### src/hw/rtl/assert_macros.svh
// Assertion macros shared by the history ring RTL.
// No dependencies; included by modules that check their own logic.
`ifndef ASSERT_MACROS_SVH
`define ASSERT_MACROS_SVH
`ifndef SYNTHESIS
`define ASSERT_IMPL(label, clk, rst, prop) \
  label: assert property (@(posedge clk) disable iff (rst) prop) else $error("%m failed");
`define ASSERT_NEVER(label, clk, rst, expr) \
  label: assert property (@(posedge clk) disable iff (rst) !(expr)) else $error("%m failed");
`else
`define ASSERT_IMPL(label, clk, rst, prop)
`define ASSERT_NEVER(label, clk, rst, expr)
`endif
`endif

### src/hw/rtl/mrhr_pkg.sv
// Shared types and constants of the multi-rate history ring.
// No dependencies.
package mrhr_pkg;
  localparam int unsigned MAX_POINTS = 240;
  localparam logic [7:0] MARK_CAP = 8'd255;
  localparam logic CMD_TICK = 1'b0;
  localparam logic CMD_READ = 1'b1;
  localparam logic [1:0] TIER_FAST = 2'd0;
  localparam logic [1:0] TIER_MID = 2'd1;
  localparam logic [1:0] TIER_SLOW = 2'd2;
  localparam logic [1:0] REG_FAST = 2'd0;
  localparam logic [1:0] REG_MID = 2'd1;
  localparam logic [1:0] REG_SLOW = 2'd2;

  typedef struct packed {
    logic        is_read;
    logic        tier_ok;
    logic [1:0]  tier;
    logic [7:0]  index;
    logic [31:0] epoch;
    logic [15:0] water;
    logic [15:0] air;
    logic [14:0] pressure;
    logic [9:0]  humidity;
    logic [15:0] fan;
  } cmd_t;
endpackage

### src/hw/rtl/mrhr_front.sv
// Front end: accepts items and classifies them into queue commands.
// Depends on mrhr_pkg.
module mrhr_front import mrhr_pkg::*; (
  input  logic        clk,
  input  logic        rst,
  input  logic        in_valid,
  output logic        in_ready,
  input  logic        command,
  input  logic [31:0] epoch,
  input  logic [15:0] water_temp,
  input  logic [15:0] air_temp,
  input  logic [14:0] pressure,
  input  logic [9:0]  humidity,
  input  logic [15:0] fan_speed,
  input  logic [1:0]  tier_select,
  input  logic [7:0]  point_index,
  output logic        q_valid,
  input  logic        q_ready,
  output cmd_t        q_cmd
);
  // two-entry queue
  cmd_t       mem [2];
  logic       wr_ptr, rd_ptr;
  logic [1:0] level;
  cmd_t       cmd_in;
  logic       push, pop;

  always_comb begin
    cmd_in.is_read  = (command == CMD_READ);
    cmd_in.tier_ok  = (tier_select != 2'd3);
    cmd_in.tier     = tier_select;
    cmd_in.index    = point_index;
    cmd_in.epoch    = epoch;
    cmd_in.water    = water_temp;
    cmd_in.air      = air_temp;
    cmd_in.pressure = pressure;
    cmd_in.humidity = humidity;
    cmd_in.fan      = fan_speed;
  end

  assign in_ready = (level != 2'd2);
  assign push = in_valid && in_ready;
  assign q_valid = (level != 2'd0);
  assign pop = q_valid && q_ready;
  assign q_cmd = mem[rd_ptr];

  always_ff @(posedge clk) begin
    if (push) mem[wr_ptr] <= cmd_in;
    if (rst) begin
      wr_ptr <= 1'b0;
      rd_ptr <= 1'b0;
      level <= 2'd0;
    end else begin
      if (push) wr_ptr <= ~wr_ptr;
      if (pop) rd_ptr <= ~rd_ptr;
      level <= level + {1'b0, push} - {1'b0, pop};
    end
  end
endmodule

### config.mk
export PLATFORM = sky130hd
export DESIGN_NAME = mrhr_front
export DESIGN_NICKNAME = d
export VERILOG_FILES = /design/src/hw/rtl/assert_macros.svh /design/src/hw/rtl/mrhr_pkg.sv /design/src/hw/rtl/mrhr_front.sv
export SDC_FILE = /design/constraint.sdc
export NUM_CORES = 1
export LEC_CHECK = 0
export BUFFER_PORTS_ARGS = -buffer_cell sky130_fd_sc_hd__buf_2
export CAP_MARGIN = 40
export CORE_MARGIN = 2
export CORE_UTILIZATION = 50
export CTS_CLUSTER_SIZE = 28
export DETAILED_ROUTE_END_ITERATION = 8
export GPL_ROUTABILITY_DRIVEN = 0
export GPL_TIMING_DRIVEN = 0
export PLACE_DENSITY = 0.75
export SYNTH_ARGS = -nofsm -noshare
export SYNTH_HDL_FRONTEND = slang
export SYNTH_SLANG_ARGS = --single-unit
### constraint.sdc
create_clock -name clk -period 7.45 [get_ports clk]
set_input_delay 0.3725 -clock clk [delete_from_list [all_inputs] [get_ports clk]]
set_output_delay 0.3725 -clock clk [all_outputs]
set_load 0.02 [all_outputs]
# Word-level counts from Yosys, hierarchy flattened

Memory sizes are Yosys's and may differ from the RTL's. A register that Yosys moved wholly into a read port is not among the register bits.
Cells that the tools add are included.

Register bits after elaboration: 4
Logic and storage cells: 17
Memories kept: 1
Input port bits: 120
Output and inout bits: 119
Memory bits (writable): 234

Eq/ne operators: 2
Mux-type cells: 4
Reductions and logical operators: 3
Add/subtract/negate cells: 2
Bitwise operators: 2

Memories:

| memory | words | bits a word | rd ports | clocked after Yosys merged registers in | wr ports | RTL line         | source |
|---|---|---|---|---|---|---|---|
| mem    | 2     | 117         | 1        | 1                                       | 1        | mrhr_front.sv:22 | `cmd_t mem [2];` |

Operator list:

| kind                                         | count |
|---|---|
| 1-bit 2-to-1 mux                             | 4 |
| 2-bit inequality test, second input constant | 2 |
| 2-bit by 1-bit adder with 2-bit output       | 1 |
| 1-bit logical AND                            | 2 |
| 1-bit inverter                               | 2 |
| 2-bit nonzero test                           | 1 |
| 2-bit by 1-bit subtractor with 2-bit output  | 1 |

# Logic depth before layout (Yosys ltp)

Gate-level depths: netlist of run 1.

Depth in word-level cells: 4
Mapped depth: 8
Mapped depth without buffers: 8

# Worst setup path after synthesis of run 1

OpenSTA, ideal clock, no wires.

Path kind: register -> register
Start: register level[0]
End: memory mem[0][0] (netlist bit) (enable)
Path buffers: 0
Setup time: 0.594 ns
Stages on the path, launching flop included: 4
Data arrival time: 5.608 ns
Clock period less this slack: 6.202 ns
Setup slack: 1.248 ns
Data required time: 6.856 ns
Cell sequence: dfxtp_1 -> nand2b_1 -> nand2_1 -> nor2_1

Longest elaborated chain between the ends: 4

Ends and longest elaborated chain:

| what                                   | RTL line         | source |
|---|---|---|
| start, declared                        | mrhr_front.sv:24 | `logic [1:0] level;` |
| start signal, assigned                 | mrhr_front.sv:56 | `level <= level + {1'b0, push} - {1'b0, pop};` |
| 2-bit inequality test                  | mrhr_front.sv:41 | `assign in_ready = (level != 2'd2);` |
| net in_ready                           | mrhr_front.sv:7  | `output logic in_ready,` |
| 1-bit logical AND                      | mrhr_front.sv:42 | `assign push = in_valid && in_ready;` |
| 1-bit 2-to-1 mux                       | mrhr_front.sv:48 | `if (push) mem[wr_ptr] <= cmd_in;` |
| 1-bit 2-to-1 mux (not written as such) | mrhr_front.sv:48 |  |
| end, declared                          | mrhr_front.sv:22 |  |

The timed path passes the listed nets, and every way through them passes these cells.

==> qor.txt, run 1 <==
======================================================================================
Status                                                                    complete, no violations
Endpoint class of the critical path                                        output port
Worst-path cell chain                                                     buf_6 > buf_6 > buf_6 > mux2_4 > buf_2
Clock buffers created by TritonCTS                                                  25
Detailed placer's ending HPWL                                                  11.2 mm
Clock root buffer                                                            clkbuf_16
Growth of design area from synthesis to finish                                   26.8%
DP Cell Count                                                                      857
Worst Max-Slew Pin Slew                                                       0.425 ns
Max H-tree Level                                                                     1
Number of detailed-route iterations in the first pass                                4
Total power consumption of the routed design                                 0.00391 W
Warning count from the yosys run                                                     0
Clock slew at the register clock pins of the worst setup and hold paths        0.06 ns
Tmin final                                                                     2.22 ns
Number of standard-cell rows in the floorplan                                       48
Setup violations, final                                                              0
Maximum clock insertion buffer count                                                 3
Number of gates resized after cts                                                    0
Fraction of final layout cells with drive strength greater than 1                60.6%
Number of antenna violations at the first check in global routing                    3
Final standard cell count with taps included and fillers excluded                  902
Slack of the critical path                                                     5.23 ns
Final Max Slew Viols                                                                 0
Number of DRC violations after detailed routing                                      0
Remaining antenna violation count after routing                                      0
Clock insertion delay at the later pin of the skew report                      0.51 ns
# hold bufs at CTS                                                                   0
Clock tree from TritonCTS                                                          yes
Highest achievable clock rate                                                0.450 GHz
Final worst-path cycle share                                                     29.9%
Min-delay src                                                              air_temp[6]
Ratio of total power to cell area                                           351 nW/µm²
Cell at the slowest stage of the critical path                                 dfxtp_1
Via count of the first global-routing pass                                        4788
Horizontal die dimension                                                        137 µm
Category of the critical setup timing path                                  reg -> out
Kind of path behind the tightest hold check                                  in -> reg
Worst-case headroom to the max-slew limit                                        71.6%
Mean routed wirelength per cell                                                18.0 µm
Number of vias after detailed routing                                             4500
Most numerous cell on the critical path                                          buf_6
Number of DRC markers in iteration 0                                               234
Max Clock Skew                                                               0.0194 ns
Number of top-level pins                                                           239
Sum of overflow across all layers after global routing                               0
Total standard cell area after synthesis                                      8780 µm²
Via density                                                                       4.99
# port buffers                                                                     238
Kind of launch point of the worst setup path                                      flop
Number of buffers added for setup after CTS                                          0
CP arrival                                                                     1.85 ns
Max-cap viol count                                                                   0
Initial Util                                                                     51.0%
Die footprint                                                                18600 µm²
Top fanout value on the critical path                                               10
Mapped Nets                                                                        511
Largest stage delay on the critical path                                       0.32 ns
Global routing usage summed across all routing layers                            16.9%
Share of synthesized area occupied by flip-flops and latches                     81.1%
Beginning of the worst register-to-register path                              level[0]
Lkg Pwr                                                                        4.25 nW
TritonCTS Sinks                                                                    239
Synthesized instance count                                                         389
Max rail drop VDD                                                           0.000225 V
Post-placement cell area                                                     10400 µm²
Total Wirelength                                                               16.3 mm
Number of nets in the layout                                                       782
Yosys reg bits                                                                     239
Area of the placeable core                                                   17200 µm²
Req. time, crit path                                                           7.08 ns
Global-route wire length before repair                                         24.3 mm
Setup repair after global routing missed its margin                              false
Distinct cell type count of the synthesized netlist                                 17
Largest net degree at the start of global routing                                   64
Final Hold Viols                                                                     0
Setup slack after placement                                                    5.34 ns
Vertical extent of the die                                                      137 µm
Post-Layout Inst Area                                                        11100 µm²
Post-Syn Area per Cell                                                        22.6 µm²
======================================================================================
-- critical path, delay by kind of cell (launching register included) --
kind	cells	cell delay, ns
muxes	1	0.32
buffers and inverters	4	0.69
DFF	1	0.32
-- routing by layer --
| metal | up-vias | routed length (µm) | GRT usage, % |
|---|---|---|---|
| met5 | - | 16 | 0 |
| met4 | 2 | 362 | 5.38 |
| met3 | 30 | 1500 | 5.44 |
| met2 | 181 | 8210 | 29.6 |
| met1 | 2200 | 6170 | 19.7 |
| li1 | 2087 | - | - |
-- cells by family after synthesis --
kind of cell | Yosys count | synth area share (%)
flops | 239 | 81.1
mux | 118 | 16.4
buf+inv | 14 | 1.14
simple gates | 12 | 0.655
xor+xnor | 3 | 0.299
fa+ha+maj | 2 | 0.285
compound gates | 1 | 0.0855
-- metrics by stage --
| step | TNS [ns] | utilization, % | hold slack (ns) |
|---|---|---|---|
| finish | 0 | 64.6 | 0.0468 |
| global route | 0 | 64.6 | 0.0209 |
| CTS | 0 | 64.4 | 0.0249 |
| detailed placement | 0 | 60.2 | 0.511 |
| global placement | -99.33 | 59.5 | 0.498 |
| floorplan | 0 | - | 0.444 |
-- cell usage in the layout, fill, tap and decap left out, types with 2 or more instances in the layout --
master | synthesis | routed
nor2b_1 | 2 | 2
xnor2_1 | 2 | 2
buf_2 | 8 | 246
buf_16 | 0 | 2
mux2_2 | 88 | 88
buf_6 | 5 | 5
dfxtp_1 | 5 | 5
clkinv_2 | 0 | 3
buf_12 | 0 | 4
clkbuf_1 | 0 | 5
nand2_1 | 2 | 2
clkbuf_16 | 0 | 25
mux2_4 | 30 | 30
diode_2 | 0 | 2
nor2_1 | 5 | 4
edfxtp_1 | 234 | 234
ha_1 | 2 | 2
clkinv_1 | 0 | 6
-- worst paths after layout --
path / endpoint / slack (ns) / cells past startpoint
hold / removal: mem[0][47] / 0.05 / 1
setup / recovery: q_cmd[91] / 5.23 / 5
setup reg to reg: mem[0][5] / 5.53 / 5
hold reg to reg: flop / 0.54 / 2
-- where the power goes --
group	internal, W	switching [W]
registers	0.00169	0.0000436
logic	0.000453	0.000620
clock network	0.000644	0.000460
-- final cells by class --
cell class              count  area [µm²]
flip-flops and latches    239        7130
plain buffers              13        96.3
multi-input cells         136        1570
fillers                  1210        6100
inverters                   1        3.75
repair buffers            244        1330
clock buffers              30         644
well taps                 225         282
diodes                      2        5.00
clock inverters            12        83.8
-- cell usage after synthesis --
cell	n	area share (%)
inv_1	1	0.043
or2_2	1	0.071
mux2_4	30	5.1
buf_6	5	0.64
xor2_1	1	0.10
nor2b_1	2	0.14
xnor2_1	2	0.20
dfxtp_1	5	1.1
buf_2	8	0.46
o21a_1	1	0.085
edfxtp_1	234	80
nand2b_1	1	0.071
mux2_2	88	11
ha_1	2	0.28
nor2_1	5	0.21
nand2_1	2	0.085
and3_1	1	0.071
-- flip-flops by register name, summed over array words and instances (netlist names), named ones only --
signal,cells
level,2
mem,234
rd_ptr,1
wr_ptr,1
Power figures use the tool's default switching activity.
==> run 2: changes to the inputs <==
Settings changed: ABC_AREA set to 1, CORE_UTILIZATION 50 to 47, PLACE_DENSITY 0.75 to 0.74.
Clock period 7.45 ns to 1.9 ns, I/O delays scaled along.
==> qor.txt, run 2 <==
======================================================================================
Number of antenna violations at the first check in global routing                    0   was 3
Via count of the first global-routing pass                                        5656   was 4788
Vertical extent of the die                                                      141 µm   was 137 µm
Worst-case headroom to the max-slew limit                                        63.9%   was 71.6%
Clock buffers created by TritonCTS                                                  25   unchanged
Growth of design area from synthesis to finish                                   44.4%   was 26.8%
Final Hold Viols                                                                     0   unchanged
Clock insertion delay at the later pin of the skew report                      0.51 ns   about the same
Global routing usage summed across all routing layers                            19.0%   was 16.9%
Sum of overflow across all layers after global routing                               0   unchanged
Worst Max-Slew Pin Slew                                                       0.540 ns   was 0.425 ns
Number of DRC markers in iteration 0                                               202   was 234
# port buffers                                                                     238   unchanged
Net switching power                                                          0.00472 W   was 0.00112 W
Largest net degree at the start of global routing                                   41   was 64
Synthesized instance count                                                         402   was 389
Final Max Slew Viols                                                                 0   unchanged
Die footprint                                                                19800 µm²   was 18600 µm²
Kind of launch point of the worst setup path                                      flop   unchanged
Number of nets in the layout                                                       923   was 782
Global-route wire length before repair                                         29.4 mm   was 24.3 mm
Distinct cell type count of the synthesized netlist                                 12   was 17
Total power consumption of the routed design                                  0.0164 W   was 0.00391 W
Clock tree from TritonCTS                                                          yes   unchanged
Lkg Pwr                                                                        4.91 nW   was 4.25 nW
Leading area contributor after synthesis                                      edfxtp_1   unchanged
Cell-internal power                                                           0.0117 W   was 0.00278 W
Maximum clock insertion buffer count                                                 3   unchanged
Mean routed wirelength per cell                                                18.8 µm   was 18.0 µm
Ratio of total power to cell area                                          1290 nW/µm²   was 351 nW/µm²
Highest achievable clock rate                                                0.533 GHz
Setup violations, final                                                              0   unchanged
Max rail drop VDD                                                            0.00106 V   was 0.000225 V
Req. time, crit path                                                           1.80 ns   was 7.08 ns
Number of standard-cell rows in the floorplan                                       50   was 48
Share of synthesized area occupied by flip-flops and latches                     81.0%   was 81.1%
Most common cell after layout, fill and taps aside                            edfxtp_1   was buf_2
Relative contribution of combinational cells to total power                      29.3%   was 27.5%
Fraction of final layout cells with drive strength greater than 1                52.0%   was 60.6%
Top_reg_cell synth                                                            edfxtp_1   unchanged
Minimum hold slack                                                            0.306 ns   was 0.0468 ns
Post-Syn Area per Cell                                                        21.9 µm²   was 22.6 µm²
Number of flip-flops under the largest register name                               234   unchanged
Top reg by flops                                                                   mem   unchanged
Mapped Nets                                                                        524   was 511
Initial Util                                                                     47.5%   was 51.0%
Number of flops mapped to enable cells by yosys                                    234   unchanged
Most numerous cell types in the synthesized netlist                       234 x edfxtp_1, 87 x mux2_2, 30 x mux2_4   was 234 x edfxtp_1, 88 x mux2_2, 30 x mux2_4
Highest-count cells in the layout ignoring fill and taps                  234 x edfxtp_1, 218 x buf_2, 119 x dlygate4sd3_1   was 246 x buf_2, 234 x edfxtp_1, 88 x mux2_2
Endpoint class of the critical path                                        output port   unchanged
Clock share of power                                                             28.8%   was 28.3%
Proportion of netlist area held by the largest area contributor                  79.8%   was 80.0%
Setup repair after global routing missed its margin                               true   was false
Horizontal die dimension                                                        141 µm   was 137 µm
Most frequent cell after synthesis                                            edfxtp_1   unchanged
Detailed placer's ending HPWL                                                  11.7 mm   was 11.2 mm
Remaining antenna violation count after routing                                      0   unchanged
Max-cap viol count                                                                   0   unchanged
Category of the critical setup timing path                                  reg -> out   unchanged
TritonCTS Sinks                                                                    239   unchanged
Area of the placeable core                                                   18500 µm²   was 17200 µm²
Sequential fraction of design power                                              42.0%   was 44.3%
Warning count from the yosys run                                                     0   unchanged
Tmin final                                                                     1.88 ns
Clock slew at the register clock pins of the worst setup and hold paths        0.06 ns   about the same
Number of fill cells                                                              1152   was 1210
Max Clock Skew                                                               0.0137 ns   was 0.0194 ns
Number of DRC violations after detailed routing                                      0   unchanged
Top fanout value on the critical path                                                6   was 10
Yosys reg bits                                                                     239   unchanged
Final antenna diode count                                                            0   was 2
Net switching share of the total power                                           28.8%   about the same
CP arrival                                                                     1.78 ns   was 1.85 ns
Regs by FF count                                                          mem x234, level x2   unchanged
Number of detailed-route iterations in the first pass                                4   unchanged
Synth async-reset ratio                                                             0%   unchanged
Area contributors post-synth                                              edfxtp_1 80%, mux2_2 11%, mux2_4 5.1%   unchanged
Status                                                                    complete, no violations   unchanged
Number of top-level pins                                                           239   unchanged
Max H-tree Level                                                                     1   unchanged
Kind of path behind the tightest hold check                                  in -> reg   unchanged
Clock root buffer                                                            clkbuf_16   unchanged
Total standard cell area after synthesis                                      8800 µm²   was 8780 µm²
Total Wirelength                                                               19.7 mm   was 16.3 mm
Via density                                                                       4.91   was 4.99
Number of vias after detailed routing                                             5164   was 4500
Final worst-path cycle share                                                     98.7%
======================================================================================
run 2: changes by cell type in the layout (fill, tap and decap cells not counted), moves of 3 or more:
cell	change
dlygate4sd3_1	+119
buf_2	-28
buf_6	+16
buf_4	+15
buf_12	+7
inv_1	+5
nand2_1	+5
nor2_1	+4
clkinv_4	+3
dfxtp_1	-3
run 2: power groups by stage:
stage                     registers, W  clock network, W  logic [W]
final                          0.00688           0.00472    0.00480
after global routing           0.00694           0.00501    0.00506
after CTS                      0.00688           0.00479    0.00461
after detailed placement       0.00697                 0    0.00421
after global placement         0.00699                 0    0.00399
after floorplan                0.00694                 0    0.00281
run 2: layer usage:
metal	vias to the layer above	wire length, µm	track usage (%)
li1	2378	-	-
met1	2530	7360	21.2
met2	216	10300	35.1
met3	40	1560	5.98
met4	0	480	5.21
met5	-	0	0
run 2: cells by family after synthesis:
family / Yosys count / share of synthesized area (%)
mux: 117 / 16.2
fa+ha+maj: 2 / 0.284
buf+inv: 21 / 1.44
flops: 239 / 81.0
compound gates: 2 / 0.114
simple gates: 21 / 0.938
run 2: worst paths after layout:
kind,slack (ns),to,startpoint,cells after the start
setup reg to reg,0.10,mem[0][92],level[0],6
hold reg to reg,0.52,rd_ptr,rd_ptr,2
setup / recovery,0.02,q_cmd[3],flop,5
hold / removal,0.31,mem[0][22],humidity[6],2
run 2: timing repair:
item | 4_1_cts | 5_1_grt
hold endpoints to repair | 239 | 0
setup endpoints to repair | 97 | 95
gates cloned | 2 | 0
setup buffers | 2 | 4
pin swaps | 0 | 1
hold buffers | 119 | 0
resized for setup | 26 | 34
run 2: metrics by stage:
stage | setup WS [ns] | util (%) | instances | setup TNS (ns) | instance area [µm²]
floorplan | -0.801 | - | 402 | -183.84 | 8830
global placement | -1.60 | 55.7 | 874 | -366.25 | 10300
detailed placement | 0.0710 | 56.5 | 881 | 0 | 10500
CTS | -0.00969 | 67.9 | 1047 | -0.0194 | 12600
global route | -0.0356 | 68.6 | 1051 | -0.368 | 12700
finish | 0.0248 | 68.6 | 1051 | 0 | 12700
run 2: cell type report:
class                           count  area, µm²  area share (%)
Buffer                             13        159            1.25
Clock buffer                       31        648            5.10
Clock inverter                     12        145            1.14
Inverter                            8       33.8           0.266
Multi-Input combinational cell    142       1580            12.4
Sequential cell                   239       7130            56.1
Tap cell                          234        293            2.30
Timing Repair Buffer              372       2720            21.4
run 2: worst max-delay path, stage by stage (launching register included):
cell	delay [ns]
dfxtp_4	0.38
buf_6	0.13
buf_12	0.14
buf_6	0.12
mux2_2	0.34
buf_4	0.16
